## src/rtl/vector_euclid_manhattan_distance_unit_macros.svh

```systemverilog
// assertion macros for the vector distance unit
// needs clk and rst in the scope where a macro is used
`ifndef VECTOR_EUCLID_MANHATTAN_DISTANCE_UNIT_MACROS_SVH
`define VECTOR_EUCLID_MANHATTAN_DISTANCE_UNIT_MACROS_SVH

// same-cycle implication
`define VEMD_ASSERT_NOW(label, ante, cons, msg) \
  label: assert property (@(posedge clk) disable iff (rst) (ante) |-> (cons)) \
    else $error(msg);

// next-cycle implication
`define VEMD_ASSERT_NEXT(label, ante, cons, msg) \
  label: assert property (@(posedge clk) disable iff (rst) (ante) |=> (cons)) \
    else $error(msg);

`endif

```

## src/rtl/vemd_pkg.sv

```systemverilog
// shared types and constants of the vector distance unit
// no dependencies
package vemd_pkg;

  // result field widths
  localparam int EUCLID_W    = 22;
  localparam int MANHATTAN_W = 28;

  localparam logic [EUCLID_W-1:0]    EUCLID_MAX    = '1;
  localparam logic [MANHATTAN_W-1:0] MANHATTAN_MAX = '1;

  // controller states
  typedef enum logic [1:0] {
    ST_ACCUM,
    ST_DRAIN,
    ST_ROOT,
    ST_RESULT
  } vemd_state_t;

  // controller to datapath
  typedef struct packed {
    logic accept;
    logic root_init;
    logic root_step;
    logic out_load;
  } vemd_cmd_t;

  // datapath to controller
  typedef struct packed {
    logic fin_ready;
    logic root_done;
  } vemd_stat_t;

endpackage

```

## src/rtl/vector_euclid_manhattan_distance_unit.sv

```systemverilog
// Streaming Euclidean and Manhattan distance between two vectors. Each input beat
// carries one element pair and a last mark; beats are taken one per cycle while a
// vector is streaming. The beat marked last closes the vector: it passes the
// three-stage difference/square/accumulate pipeline, then an iterative square root
// produces one root bit per cycle (SAMPLE_WIDTH + clog2(MAX_LEN)/2 steps, rounded up;
// 22 steps at the defaults), and the result beat is offered once the root is loaded
// into the output registers. No new element is taken from the last element until its
// result beat has been delivered. Past MAX_LEN elements both sums saturate and
// too_long is set. No clearing pass is needed after reset.
`include "vector_euclid_manhattan_distance_unit_macros.svh"

module vector_euclid_manhattan_distance_unit #(
  parameter int MAX_LEN      = 4096,
  parameter int SAMPLE_WIDTH = 16
) (
  input  logic                               clk,
  input  logic                               rst,
  input  logic                               elem_valid,
  output logic                               elem_ready,
  input  logic signed [SAMPLE_WIDTH-1:0]     elem_a,
  input  logic signed [SAMPLE_WIDTH-1:0]     elem_b,
  input  logic                               last_elem,
  output logic                               dist_valid,
  input  logic                               dist_ready,
  output logic [vemd_pkg::EUCLID_W-1:0]      euclid_dist,
  output logic [vemd_pkg::MANHATTAN_W-1:0]   manhattan_dist,
  output logic                               too_long
);

  vemd_pkg::vemd_cmd_t  cmd;
  vemd_pkg::vemd_stat_t stat;

  // sequencing
  vemd_ctrl u_ctrl (
    .clk        (clk),
    .rst        (rst),
    .elem_valid (elem_valid),
    .last_elem  (last_elem),
    .elem_ready (elem_ready),
    .dist_valid (dist_valid),
    .dist_ready (dist_ready),
    .stat       (stat),
    .cmd        (cmd)
  );

  // arithmetic
  vemd_datapath #(
    .MAX_LEN      (MAX_LEN),
    .SAMPLE_WIDTH (SAMPLE_WIDTH)
  ) u_datapath (
    .clk            (clk),
    .rst            (rst),
    .cmd            (cmd),
    .stat           (stat),
    .elem_a         (elem_a),
    .elem_b         (elem_b),
    .last_elem      (last_elem),
    .euclid_dist    (euclid_dist),
    .manhattan_dist (manhattan_dist),
    .too_long       (too_long)
  );

  // checks
  `VEMD_ASSERT_NOW(a_no_input_with_result, dist_valid, !elem_ready,
    "input taken while a result beat is pending")
  `VEMD_ASSERT_NEXT(a_last_blocks_input, elem_valid && elem_ready && last_elem,
    !elem_ready && !dist_valid, "input not blocked after last element")
  `VEMD_ASSERT_NEXT(a_result_frees_input, dist_valid && dist_ready,
    elem_ready && !dist_valid, "input not reopened after result beat")

endmodule

```

## src/rtl/vemd_isqrt.sv

```systemverilog
// iterative floor square root, one result bit per cycle while step is held high
// no package dependencies
module vemd_isqrt #(
  parameter int IN_W = 46
) (
  input  logic                clk,
  input  logic                rst,
  input  logic                init,
  input  logic                step,
  input  logic [IN_W-1:0]     radicand,
  output logic [IN_W/2-1:0]   root,
  output logic                done
);

  localparam int RT_W  = IN_W / 2;
  localparam int CNT_W = $clog2(RT_W + 1);

  logic [IN_W-1:0]  x;
  logic [RT_W:0]    rem;
  logic [CNT_W-1:0] cnt;

  logic [RT_W+2:0] rem_t;
  logic [RT_W+2:0] trial;
  logic [RT_W+2:0] diff;
  logic            ge;

  // trial subtraction of 4*root+1 from the shifted remainder
  always_comb begin
    rem_t = {rem, x[IN_W-1 -: 2]};
    trial = {1'b0, root, 2'b01};
    diff  = rem_t - trial;
    ge    = rem_t >= trial;
  end

  assign done = cnt == CNT_W'(RT_W);

  // step counter
  always_ff @(posedge clk) begin
    if (rst) begin
      cnt <= '0;
    end else if (init) begin
      cnt <= '0;
    end else if (step) begin
      cnt <= cnt + 1'b1;
    end
  end

  // remainder, partial root and radicand shift
  always_ff @(posedge clk) begin
    if (init) begin
      x    <= radicand;
      rem  <= '0;
      root <= '0;
    end else if (step) begin
      x    <= {x[IN_W-3:0], 2'b00};
      rem  <= ge ? diff[RT_W:0] : rem_t[RT_W:0];
      root <= {root[RT_W-2:0], ge};
    end
  end

endmodule

```

## src/rtl/vemd_datapath.sv

```systemverilog
// difference, square and accumulate pipeline plus final root and output registers
// depends on vemd_pkg and vemd_isqrt
module vemd_datapath #(
  parameter int MAX_LEN      = 4096,
  parameter int SAMPLE_WIDTH = 16
) (
  input  logic                                   clk,
  input  logic                                   rst,
  input  vemd_pkg::vemd_cmd_t                    cmd,
  output vemd_pkg::vemd_stat_t                   stat,
  input  logic signed [SAMPLE_WIDTH-1:0]         elem_a,
  input  logic signed [SAMPLE_WIDTH-1:0]         elem_b,
  input  logic                                   last_elem,
  output logic [vemd_pkg::EUCLID_W-1:0]          euclid_dist,
  output logic [vemd_pkg::MANHATTAN_W-1:0]       manhattan_dist,
  output logic                                   too_long
);

  localparam int SW    = SAMPLE_WIDTH;
  localparam int LG    = $clog2(MAX_LEN);
  localparam int SQ_W  = 2 * SW + LG;
  localparam int AB_W  = SW + LG;
  localparam int CNT_W = $clog2(MAX_LEN + 1);
  localparam int SQ_E  = 2 * ((SQ_W + 1) / 2);
  localparam int RT_W  = SQ_E / 2;
  localparam int EC_W  = (RT_W > vemd_pkg::EUCLID_W) ? RT_W : vemd_pkg::EUCLID_W;
  localparam int MC_W  = (AB_W > vemd_pkg::MANHATTAN_W) ? AB_W : vemd_pkg::MANHATTAN_W;

  localparam logic [SW-1:0]    DMAX   = '1;
  localparam logic [SQ_W-1:0]  CAP_SQ = SQ_W'(MAX_LEN) * SQ_W'(DMAX) * SQ_W'(DMAX);
  localparam logic [AB_W-1:0]  CAP_AB = AB_W'(MAX_LEN) * AB_W'(DMAX);

  // stage 1: absolute difference
  logic signed [SW:0] diff;
  logic [SW-1:0]      abs_diff;
  logic               s1_valid;
  logic               s1_last;
  logic [SW-1:0]      s1_ad;

  always_comb begin
    diff     = {elem_a[SW-1], elem_a} - {elem_b[SW-1], elem_b};
    abs_diff = diff[SW] ? SW'(-diff) : diff[SW-1:0];
  end

  always_ff @(posedge clk) begin
    if (rst) begin
      s1_valid <= 1'b0;
    end else begin
      s1_valid <= cmd.accept;
    end
  end

  always_ff @(posedge clk) begin
    if (cmd.accept) begin
      s1_ad   <= abs_diff;
      s1_last <= last_elem;
    end
  end

  // stage 2: square
  logic              s2_valid;
  logic              s2_last;
  logic [SW-1:0]     s2_ad;
  logic [2*SW-1:0]   s2_sq;

  always_ff @(posedge clk) begin
    if (rst) begin
      s2_valid <= 1'b0;
    end else begin
      s2_valid <= s1_valid;
    end
  end

  always_ff @(posedge clk) begin
    if (s1_valid) begin
      s2_ad   <= s1_ad;
      s2_last <= s1_last;
      s2_sq   <= s1_ad * s1_ad;
    end
  end

  // stage 3: saturating accumulate and element count
  logic [SQ_W-1:0]  sum_squares;
  logic [AB_W-1:0]  sum_absolute;
  logic [CNT_W-1:0] element_count;
  logic             overflow_seen;
  logic             fin_ready;

  logic [SQ_W:0]    sq_wide;
  logic [AB_W:0]    ab_wide;
  logic [SQ_W-1:0]  sq_sat;
  logic [AB_W-1:0]  ab_sat;
  logic             at_max;

  always_comb begin
    sq_wide = {1'b0, sum_squares} + (SQ_W + 1)'(s2_sq);
    ab_wide = {1'b0, sum_absolute} + (AB_W + 1)'(s2_ad);
    sq_sat  = (sq_wide > {1'b0, CAP_SQ}) ? CAP_SQ : sq_wide[SQ_W-1:0];
    ab_sat  = (ab_wide > {1'b0, CAP_AB}) ? CAP_AB : ab_wide[AB_W-1:0];
    at_max  = element_count == CNT_W'(MAX_LEN);
  end

  logic [SQ_W-1:0] fin_sq;
  logic [AB_W-1:0] fin_abs;
  logic            fin_ovf;

  always_ff @(posedge clk) begin
    if (rst) begin
      sum_squares    <= '0;
      sum_absolute   <= '0;
      element_count  <= '0;
      overflow_seen  <= 1'b0;
      fin_ready      <= 1'b0;
    end else begin
      fin_ready <= s2_valid && s2_last;
      if (s2_valid) begin
        if (s2_last) begin
          sum_squares   <= '0;
          sum_absolute  <= '0;
          element_count <= '0;
          overflow_seen <= 1'b0;
        end else begin
          sum_squares   <= sq_sat;
          sum_absolute  <= ab_sat;
          if (at_max) begin
            overflow_seen <= 1'b1;
          end else begin
            element_count <= element_count + 1'b1;
          end
        end
      end
    end
  end

  // final sums of a finished vector pair
  always_ff @(posedge clk) begin
    if (s2_valid && s2_last) begin
      fin_sq  <= sq_sat;
      fin_abs <= ab_sat;
      fin_ovf <= overflow_seen || at_max;
    end
  end

  // square root of the final squared sum
  logic [RT_W-1:0] root;
  logic            root_done;

  vemd_isqrt #(
    .IN_W(SQ_E)
  ) u_isqrt (
    .clk      (clk),
    .rst      (rst),
    .init     (cmd.root_init),
    .step     (cmd.root_step),
    .radicand (SQ_E'(fin_sq)),
    .root     (root),
    .done     (root_done)
  );

  assign stat = '{fin_ready: fin_ready, root_done: root_done};

  // clamp to field widths and hold the result beat
  logic [EC_W-1:0] root_ext;
  logic [MC_W-1:0] abs_ext;

  always_comb begin
    root_ext = EC_W'(root);
    abs_ext  = MC_W'(fin_abs);
  end

  always_ff @(posedge clk) begin
    if (cmd.out_load) begin
      euclid_dist    <= (root_ext > EC_W'(vemd_pkg::EUCLID_MAX)) ?
                        vemd_pkg::EUCLID_MAX : root_ext[vemd_pkg::EUCLID_W-1:0];
      manhattan_dist <= (abs_ext > MC_W'(vemd_pkg::MANHATTAN_MAX)) ?
                        vemd_pkg::MANHATTAN_MAX : abs_ext[vemd_pkg::MANHATTAN_W-1:0];
      too_long       <= fin_ovf;
    end
  end

endmodule

```

## src/rtl/vemd_ctrl.sv

```systemverilog
// control state machine: accumulate, drain, root, result handoff
// depends on vemd_pkg
module vemd_ctrl (
  input  logic                 clk,
  input  logic                 rst,
  input  logic                 elem_valid,
  input  logic                 last_elem,
  output logic                 elem_ready,
  output logic                 dist_valid,
  input  logic                 dist_ready,
  input  vemd_pkg::vemd_stat_t stat,
  output vemd_pkg::vemd_cmd_t  cmd
);

  vemd_pkg::vemd_state_t state;
  vemd_pkg::vemd_state_t state_next;

  always_ff @(posedge clk) begin
    if (rst) begin
      state <= vemd_pkg::ST_ACCUM;
    end else begin
      state <= state_next;
    end
  end

  // next state
  always_comb begin
    state_next = state;
    case (state)
      vemd_pkg::ST_ACCUM: begin
        if (elem_valid && last_elem) state_next = vemd_pkg::ST_DRAIN;
      end
      vemd_pkg::ST_DRAIN: begin
        if (stat.fin_ready) state_next = vemd_pkg::ST_ROOT;
      end
      vemd_pkg::ST_ROOT: begin
        if (stat.root_done) state_next = vemd_pkg::ST_RESULT;
      end
      vemd_pkg::ST_RESULT: begin
        if (dist_ready) state_next = vemd_pkg::ST_ACCUM;
      end
      default: begin
        state_next = vemd_pkg::ST_ACCUM;
      end
    endcase
  end

  // outputs and datapath commands
  always_comb begin
    elem_ready    = 1'b0;
    dist_valid    = 1'b0;
    cmd           = '0;
    case (state)
      vemd_pkg::ST_ACCUM: begin
        elem_ready = 1'b1;
        cmd.accept = elem_valid;
      end
      vemd_pkg::ST_DRAIN: begin
        cmd.root_init = stat.fin_ready;
      end
      vemd_pkg::ST_ROOT: begin
        cmd.root_step = !stat.root_done;
        cmd.out_load  = stat.root_done;
      end
      vemd_pkg::ST_RESULT: begin
        dist_valid = 1'b1;
      end
      default: begin
        cmd = '0;
      end
    endcase
  end

endmodule
```

## config.mk

```make
export PLATFORM = sky130hd
export DESIGN_NAME = vector_euclid_manhattan_distance_unit
export DESIGN_NICKNAME = d
export VERILOG_FILES = /design/src/rtl/vemd_pkg.sv /design/src/rtl/vector_euclid_manhattan_distance_unit.sv /design/src/rtl/vemd_isqrt.sv /design/src/rtl/vemd_datapath.sv /design/src/rtl/vemd_ctrl.sv
export VERILOG_INCLUDE_DIRS = /design/src /design/src/rtl
export SDC_FILE = /design/constraint.sdc
export NUM_CORES = 1
export LEC_CHECK = 0
export ABC_AREA = 1
export BUFFER_PORTS_ARGS = -buffer_cell sky130_fd_sc_hd__buf_4
export CORE_MARGIN = 3
export CORE_UTILIZATION = 55
export DETAILED_ROUTE_END_ITERATION = 16
export PLACE_DENSITY_LB_ADDON = 0.2
export SETUP_SLACK_MARGIN = 0.15
export SLEW_MARGIN = 20
export SYNTH_ARGS = -nofsm -noshare
export SYNTH_HDL_FRONTEND = slang
export SYNTH_SLANG_ARGS = --single-unit
```

## constraint.sdc

```tcl
create_clock -name clk -period 8.1 [get_ports clk]
set_clock_uncertainty 0.05 [all_clocks]
set_input_delay 1.215 -clock clk [delete_from_list [all_inputs] [get_ports clk]]
set_output_delay 1.215 -clock clk [all_outputs]
set_load 0.01 [all_outputs]
```

==> run summary, run 1 <==
Outcome: completed
Clk_lat worst skew: 0.56 ns
Setup tns final: 0 ns
Fin crit period: 6.650 ns
Critical Path Sink Type: flip-flop
Layout cells sized above 1: 6.476%
Endpoints failing hold: 0
CTS H-tree lvls: 2
Worst setup endpoint: u_datapath.s2_sq[25]
Commonest non-fill, non-tap cell in the layout: nand2_1
First-pass GRT wire length: 108600 um
Flop2flop setup slack: 1.45 ns
DRT iter0 DRCs: 1314
Register bit total from synthesis: 373
Synth cell types: 50
Resized cells post-CTS: 0
Max_slew headroom: 31.12%
Total gr overflow: 0
Drt pass-1 iters: 8
Die extent in x: 231.2 um
IO Count: 90
Ys Warns: 0
Num CTS Buffers: 42
Syn Std Cell Area: 27890 um^2
Worst Setup Path Type: flip-flop to flip-flop
CTS Hold Bufs: 0
Commonest non-fill, non-tap cells in the layout: nand2_1 (884), inv_1 (664), edfxtp_1 (232)
Via Count: 21880
Number of global-route vias before repair: 22140
Initial antenna violation count: 0
Core area: 49560 um^2
Final Wtd Congestion: 0.9804
Total Wirelength: 65210 um
CTS Sinks: 373
Die area: 53450 um^2
Max Root-Sink Buffers: 3
Overall Global Routing Usage: 24.66%
Most used cell along the critical path: fa_1
Die H: 231.2 um
Port Buffers: 89
Post-Place Worst Slack: 1.529 ns
Worst-path maximum fanout: 18
Standard-cell rows: 81
Asr flop ratio synth: 0%
EDFF count, synth: 232
Maxcap violations: 0
Worst R2R Start: u_datapath.s1_ad[5]
Residual DRC: 0
Postcts setup bufs: 0
Mapped Cells: 3471
Vias/cell: 5.249
Setup violators final: 0
Critical Path Source Type: flip-flop
Crit-path slowest cell: edfxtp_1
Drt wl/cell: 15.64 um
Fin crit share: 82.10%
Hold Path Depth: 0
Critical path required time: 8.35 ns
CP startpoint: u_datapath.s1_ad[5]
Worst-margin pin slew: 1.033 ns
RSZ-0062 raised after global routing: false
Worst hold path type: flip-flop to flip-flop
Largest net degree at the start of global routing: 82
Ant diodes: 0
Top achievable clock speed: 150.4 MHz
Sequential fraction of the synthesis area: 35.10%
Crit path arrival time: 6.90 ns
Syn-to-layout area delta: 8.349%
Primary FF master, synth: edfxtp_1
Crit-path cells: nand2_1, fa_1, inv_1, fa_1, inv_1, fa_1, inv_1, fa_1, fa_1, inv_1, fa_1, inv_1, ha_1, nand2_1, o21ai_0, a21oi_1, o21ai_0, a21boi_0, o21ai_0, a21oi_1, xnor2_1
CTS tree: done
R2R depth: 21
Clock transition at path regs: 0.06 ns
Number of max-slew violations in the final report: 0
CTS root buffer: clkbuf_16
Mean area per synthesized cell: 8.035 um^2
Worst path max stage delay: 0.80 ns
HPWL Detailed: 50630 um
Final Net Count: 3873
Reg2reg end: u_datapath.s2_sq[25]
Setup ws final: 1.450 ns
Starting density of the core: 56.28%
DRT antenna net count: 0
==> routing by layer <==
metal	global-route usage [%]	vias up	wire [um]
li1	-	10930	-
met1	32.73	10360	29350
met2	43.14	500	31510
met3	2.593	97	2798
met4	6.818	0	1558
met5	0	-	0
==> through the flow <==
step / util [%] / instances / hold slack [ns] / cell area [um^2]
floorplan: - / 3472 / 0.3503 / 27890
global placement: 58.30 / 4092 / 0.3521 / 28890
global route: 60.98 / 4169 / 0.3725 / 30220
finish: 60.98 / 4169 / 0.3633 / 30220
detailed placement: 58.30 / 4092 / 0.3545 / 28890
CTS: 60.98 / 4169 / 0.3658 / 30220
==> registers in the layout, summed over array words and instances (netlist names), 23 cells and up <==
name / count
u_datapath.u_isqrt.rem: 23
u_datapath.manhattan_dist: 28
u_datapath.sum_squares: 44
u_datapath.abs_ext: 28
u_datapath.u_isqrt.x: 44
u_datapath.s2_sq: 30
u_datapath.fin_sq: 44
u_datapath.sum_absolute: 28
==> synth_stat cells, types with 11 or more instances <==
cell type | number | share of area, %
fa_1 | 166 | 12
clkbuf_1 | 121 | 1.6
buf_2 | 11 | 0.20
nor2_1 | 234 | 3.1
nand4_1 | 57 | 1.3
xnor2_1 | 46 | 1.4
o22ai_1 | 24 | 0.54
inv_1 | 667 | 9.0
o21ai_0 | 68 | 1.2
a21oi_1 | 203 | 3.6
nor3_1 | 35 | 0.63
nand3_1 | 134 | 2.4
nand2_2 | 13 | 0.29
edfxtp_1 | 232 | 25
dfxtp_1 | 141 | 10
nand3_2 | 17 | 0.61
nand2_1 | 885 | 12
ha_1 | 198 | 8.9
xor2_1 | 78 | 2.4
o211ai_1 | 19 | 0.51
nand3b_1 | 17 | 0.46
==> logic make-up (layout without fill, tap and decap cells) <==
logic type	count (synthesis)	in the layout	share of synthesized area (%)
compound gates	367	367	7.375
xor+xnor	124	124	3.894
fa+ha+maj	364	364	20.80
buf+inv	814	847	11.18
flops	373	373	35.10
other cells	1	2	0.01345
simple gates	1428	1428	21.64
==> worst min path at each step <==
stage	start	to
after floorplan	u_datapath.s1_last	u_datapath.s2_last
after global placement	u_datapath.fin_ovf	u_datapath.too_long
after detailed placement	u_datapath.abs_ext[12]	u_datapath.manhattan_dist[12]
after CTS	u_datapath.abs_ext[6]	u_datapath.manhattan_dist[6]
after global routing	u_datapath.abs_ext[12]	u_datapath.manhattan_dist[12]
final	u_datapath.abs_ext[6]	u_datapath.manhattan_dist[6]
==> area by class of cell <==
type | count | area [um^2]
multi-input combinational | 2285 | 15010
clock inverter | 22 | 141.4
tap | 664 | 830.8
timing repair buffer | 100 | 750.7
fill | 4384 | 19340
sequential | 373 | 9791
clock buffer | 55 | 1184
inverter | 670 | 2515
==> worst max-delay path, delay by kind of cell, from the launching register on <==
kind | cells | cell delay (ns)
adders and majority gates | 7 | 3.43
AOI/OAI and AO/OA | 6 | 1.35
DFF | 1 | 0.80
and+or+nand+nor | 2 | 0.35
buffers and inverters | 5 | 0.25
xor gates and xnor gates | 1 | 0.14
Power of run 1 is not shown: default switching activity piles up to over one toggle a cycle in this logic, so the estimate is an artifact.
==> run 2, diff against run 1 <==
==> constraint.sdc (replaced) <==
create_clock -name clk -period 6.8 [get_ports clk]
set_clock_uncertainty 0.05 [all_clocks]
set_input_delay 1.02 -clock clk [delete_from_list [all_inputs] [get_ports clk]]
set_output_delay 1.02 -clock clk [all_outputs]
set_load 0.01 [all_outputs]
==> run summary, run 2 (synthesized netlist as in run 1, its figures left out) <==
DRT antenna net count: 0 (unchanged)
Outcome: completed
Final Wtd Congestion: 0.9558 (-2.5%)
Commonest non-fill, non-tap cell in the layout: nand2_1
Worst-margin pin slew: 1.011 ns (-0.02227 ns)
Standard-cell rows: 81 (unchanged)
Regs by FF count: u_datapath.fin_sq (44), u_datapath.sum_squares (44), u_datapath.u_isqrt.x (44)
Critical Path Source Type: flip-flop
Clk_lat worst skew: 0.57 ns (about the same)
Critical Path Sink Type: flip-flop
Drt wl/cell: 15.79 um (+0.96%)
Post-Route Hold Slack: 0.3636 ns (+0.0003800 ns)
RSZ-0062 raised after global routing: false
Largest net degree at the start of global routing: 82 (unchanged)
Worst R2R Start: u_datapath.s1_ad[5]
Total gr overflow: 0 (unchanged)
CTS H-tree lvls: 2 (unchanged)
Hold endpoint: u_datapath.manhattan_dist[10]
Num CTS Buffers: 42 (unchanged)
Number of max-slew violations in the final report: 0 (unchanged)
Fin crit share: 92.05% (+10 points)
First-pass GRT wire length: 109800 um (+1.2%)
Crit-path cells: buf_4, nand2_1, fa_1, inv_1, fa_1, fa_1, fa_1, fa_1, inv_1, fa_1, inv_1, ha_1, nand2_1, nor2_1, inv_1, nor4_1, a21oi_1, o21ai_0, a21oi_1, xor2_1
CTS tree: done
Hold path start: u_datapath.abs_ext[10]
Top achievable clock speed: 159.8 MHz (+6.2%)
Fillers: 4400 (+0.36%)
Initial antenna violation count: 0 (unchanged)
Worst Setup Path Type: flip-flop to flip-flop
Flop2flop setup slack: 0.54 ns (-0.91 ns)
Maxcap violations: 0 (unchanged)
Syn-to-layout area delta: 9.358%
Die extent in x: 231.2 um (unchanged)
Multi-input combinational cell area: 15010 um^2 (about the same)
Layout cells sized above 1: 7.303% (+0.83 points)
Max_slew headroom: 32.61% (+1.5 points)
Hold Path Depth: 0 (unchanged)
Final Net Count: 3901 (+0.72%)
Worst path max stage delay: 0.62 ns (-0.18 ns)
Reg2reg end: u_datapath.s2_sq[30]
Die area: 53450 um^2 (unchanged)
Setup tns final: 0 ns (unchanged)
Max Root-Sink Buffers: 3 (unchanged)
Clock transition at path regs: 0.06 ns (about the same)
Vias/cell: 5.241 (-0.15%)
Starting density of the core: 56.28% (unchanged)
Via Count: 22000 (+0.52%)
Most used cell along the critical path: fa_1
CTS root buffer: clkbuf_16
Number of global-route vias before repair: 22120 (-0.063%)
R2R depth: 20 (-4.8%)
HPWL Detailed: 51740 um (+2.2%)
Crit path arrival time: 6.51 ns (-0.39 ns)
Commonest non-fill, non-tap cells in the layout: nand2_1 (884), inv_1 (664), edfxtp_1 (232)
CTS Sinks: 373 (unchanged)
Crit-path slowest cell: edfxtp_1
Critical path required time: 7.05 ns (-1.30 ns)
Ant diodes: 0 (unchanged)
Overall Global Routing Usage: 25.01% (+0.35 points)
Worst-path maximum fanout: 12 (-6)
Port Buffers: 89 (unchanged)
Worst hold path type: flip-flop to flip-flop
Die H: 231.2 um (unchanged)
Setup violators final: 0 (unchanged)
Residual DRC: 0 (unchanged)
Total Wirelength: 66280 um (+1.6%)
IO Count: 90 (unchanged)
Core area: 49560 um^2 (unchanged)
Storage element area: 9791 um^2 (unchanged)
DRT iter0 DRCs: 1483 (+13%)
Endpoints failing hold: 0 (unchanged)
CP startpoint: u_datapath.s1_ad[5]
Drt pass-1 iters: 6 (-2)
Fin crit period: 6.259 ns (-0.3904 ns)
-- run 2: cell types whose count changed in the layout (fill, tap and decap cells not counted), moves of 2 or more --
cell       delta
clkbuf_8      +2
o21ai_0       -2
buf_4        +28
bufinv_16     +2
inv_6         -2
clkbuf_1      -2
o21ai_1       +2
clkinv_4      +2
-- run 2: how the worst max path moves through the flow --
stage | end | slack (ns) | cells past startpoint
6_report | u_datapath.s2_sq[30] | 0.54 | 20
3_3_place_gp | u_datapath.s2_sq[25] | 0.50 | 21
3_5_place_dp | u_datapath.s2_sq[25] | 0.32 | 21
2_1_floorplan | u_datapath.s2_sq[25] | 0.73 | 21
5_1_grt | u_datapath.s2_sq[26] | 0.15 | 20
4_1_cts | u_datapath.s2_sq[25] | 0.30 | 21
-- run 2: critical path: cells and delay by family (launching register included) --
family / cells / cell delay (ns)
adder cells (fa/ha/maj): 7 / 3.55
AND/OR/NAND/NOR: 4 / 0.73
flip-flops: 1 / 0.62
buffers and inverters: 5 / 0.47
AO/OA/AOI/OAI: 3 / 0.44
XOR/XNOR: 1 / 0.14
-- run 2: stage by stage --
step           util [%]  std cells  instance area (um^2)  worst slack (ns)
2_1_floorplan         -       3472                 27890            0.7254
3_3_place_gp      58.53       4107                 29010            0.5045
3_5_place_dp      58.53       4107                 29010            0.3238
4_1_cts           61.34       4184                 30400            0.3006
5_1_grt           61.54       4197                 30500            0.1539
6_report          61.54       4197                 30500            0.5406
-- run 2: per-layer routing --
layer / routed length (um) / up-vias / GRT usage [%]
met3: 2767 / 92 / 2.532
li1: - / 10980 / -
met2: 32140 / 494 / 43.80
met1: 29880 / 10430 / 33.21
met4: 1500 / 0 / 6.895
met5: 0 / - / 0
-- run 2: area by class of cell --
type | count | share of cell area (%)
multi-input cells | 2285 | 49.21
flip-flops and latches | 373 | 32.10
inverters | 670 | 8.245
clock buffers | 55 | 3.946
repair buffers | 128 | 3.151
well taps | 664 | 2.724
clock inverters | 22 | 0.6194
-- run 2: what timing repair did --
action                                  in CTS  in global routing
hold buffers                                 0                  0
endpoints found under the setup margin       0                  6
resized for setup                            0                  4
buffers inserted                             0                 13
Power of run 2 is left out for the same reason.
==> run 3, diff against run 2 <==
==> constraint.sdc (replaced) <==
create_clock -name clk -period 5.98 [get_ports clk]
set_clock_uncertainty 0.05 [all_clocks]
set_input_delay 0.897 -clock clk [delete_from_list [all_inputs] [get_ports clk]]
set_output_delay 0.897 -clock clk [all_outputs]
set_load 0.01 [all_outputs]
==> run summary, run 3 (synthesized netlist as in run 1, its figures left out) <==
Outcome: completed
Drt pass-1 iters: 6 (unchanged)
Clk_lat worst skew: 0.55 ns (-0.02 ns)
Die extent in x: 231.2 um (unchanged)
Worst-margin pin slew: 1.074 ns (+0.06283 ns)
Design area: 31850 um^2 (+4.4%)
Critical Path Source Type: flip-flop
DRT iter0 DRCs: 1405 (-5.3%)
Num CTS Buffers: 41 (-2.4%)
First-pass GRT wire length: 109500 um (-0.31%)
Critical path required time: 6.23 ns (-0.82 ns)
CTS root buffer: clkbuf_16
Top achievable clock speed: 175.3 MHz (+9.7%)
Number of max-slew violations in the final report: 0 (unchanged)
Commonest non-fill, non-tap cell in the layout: nand2_1
R2R depth: 21 (+5.0%)
Max Root-Sink Buffers: 3 (unchanged)
Ant diodes: 0 (unchanged)
CTS Sinks: 373 (unchanged)
Flop2flop setup slack: 0.28 ns (-0.26 ns)
Worst-path maximum fanout: 6 (-6)
CP startpoint: u_datapath.s1_ad[8]
Final Net Count: 3975 (+1.9%)
Reg2reg end: u_datapath.s2_sq[29]
Syn-to-layout area delta: 14.20%
Core area: 49560 um^2 (unchanged)
Port Buffers: 89 (unchanged)
Clock transition at path regs: 0.06 ns (about the same)
Number of global-route vias before repair: 22420 (+1.3%)
Vias/cell: 5.245 (about the same)
HPWL Detailed: 51340 um (-0.77%)
Endpoints failing hold: 0 (unchanged)
Placed Area: 29350 um^2 (+1.2%)
Residual DRC: 0 (unchanged)
Layout cells sized above 1: 12.89% (+5.6 points)
Commonest non-fill, non-tap cells in the layout: nand2_1 (850), inv_1 (647), edfxtp_1 (232)
DRT antenna net count: 0 (unchanged)
Fin crit share: 95.38% (+3.3 points)
CTS H-tree lvls: 2 (unchanged)
Drt wl/cell: 15.67 um (-0.79%)
Critical Path Sink Type: flip-flop
Starting density of the core: 56.28% (unchanged)
Worst setup endpoint: u_datapath.s2_sq[29]
Total gr overflow: 0 (unchanged)
Maxcap violations: 0 (unchanged)
Setup violators final: 0 (unchanged)
Die area: 53450 um^2 (unchanged)
CTS tree: done
Total Wirelength: 66920 um (+0.96%)
Crit path arrival time: 5.95 ns (-0.56 ns)
Overall Global Routing Usage: 24.83% (-0.18 points)
Die H: 231.2 um (unchanged)
Largest net degree at the start of global routing: 82 (unchanged)
Fin crit period: 5.704 ns (-0.5555 ns)
Worst hold path type: flip-flop to flip-flop
Worst R2R Start: u_datapath.s1_ad[8]
Standard-cell rows: 81 (unchanged)
RSZ-0062 raised after global routing: true
Via Count: 22400 (+1.8%)
Initial antenna violation count: 0 (unchanged)
Worst Setup Path Type: flip-flop to flip-flop
Regs by FF count: u_datapath.fin_sq (44), u_datapath.sum_squares (44), u_datapath.u_isqrt.x (44)
IO Count: 90 (unchanged)
Max_slew headroom: 28.25% (-4.4 points)
Final Wtd Congestion: 0.9306 (-2.6%)
run 3: per-layer routing:
layer  vias to the layer above  track usage, %  wire length (um)
li1                      11130               -                 -
met1                     10600           32.35             29250
met2                       532           43.72             32810
met3                       140           2.790              2903
met4                         0           7.399              1948
met5                         -               0                 0
run 3: area by class of cell:
cell class / count / area (um^2)
Clock inverter: 21 / 241.5
Timing Repair Buffer: 203 / 1605
Multi-Input combinational cell: 2285 / 15710
Clock buffer: 55 / 1161
Inverter: 670 / 2515
Fill cell: 4198 / 17710
Sequential cell: 373 / 9791
Tap cell: 664 / 830.8
run 3: timing repair:
item,in CTS,in global routing
setup buffers,13,30
hold buffers,0,0
endpoints found under the setup margin,12,14
pin swaps,13,108
resized for setup,32,156
cloned,0,1
run 3: worst min-delay path by stage:
stage               cells past startpoint                            end  slack (ns)                   start
finish                                  0  u_datapath.manhattan_dist[21]        0.36  u_datapath.abs_ext[21]
global placement                        0  u_datapath.manhattan_dist[21]        0.35  u_datapath.abs_ext[21]
floorplan                               0             u_datapath.s2_last        0.35      u_datapath.s1_last
CTS                                     0  u_datapath.manhattan_dist[21]        0.37  u_datapath.abs_ext[21]
detailed placement                      0   u_datapath.manhattan_dist[0]        0.36   u_datapath.abs_ext[0]
global route                            0   u_datapath.manhattan_dist[9]        0.37   u_datapath.abs_ext[9]
run 3: critical path, cell delays in order, from the launching register on:
cell,delay (ns)
edfxtp_1,0.52
buf_6,0.19
buf_6,0.11
inv_1,0.04
ha_1,0.32
xor2_2,0.19
fa_2,0.55
fa_1,0.43
fa_1,0.47
fa_1,0.54
inv_1,0.05
fa_1,0.52
inv_1,0.06
ha_4,0.27
a21oi_2,0.19
o21ai_0,0.12
a21oi_1,0.17
o211ai_1,0.10
buf_4,0.17
buf_4,0.12
buf_4,0.12
xor2_1,0.14
run 3: per-stage QoR:
stage | setup TNS [ns] | worst slack [ns] | std cells | utilization (%) | hold WS, ns
after global placement | -0.1534 | -0.05319 | 4151 | 59.22 | 0.3504
after detailed placement | -0.4399 | -0.09320 | 4151 | 59.22 | 0.3552
final | 0 | 0.2761 | 4271 | 64.27 | 0.3631
after global routing | 0 | 0.08818 | 4271 | 64.27 | 0.3740
after CTS | 0 | 0.1565 | 4240 | 62.59 | 0.3688
after floorplan | 0 | 0.1583 | 3472 | - | 0.3503
Power of run 3 is left out for the same reason.
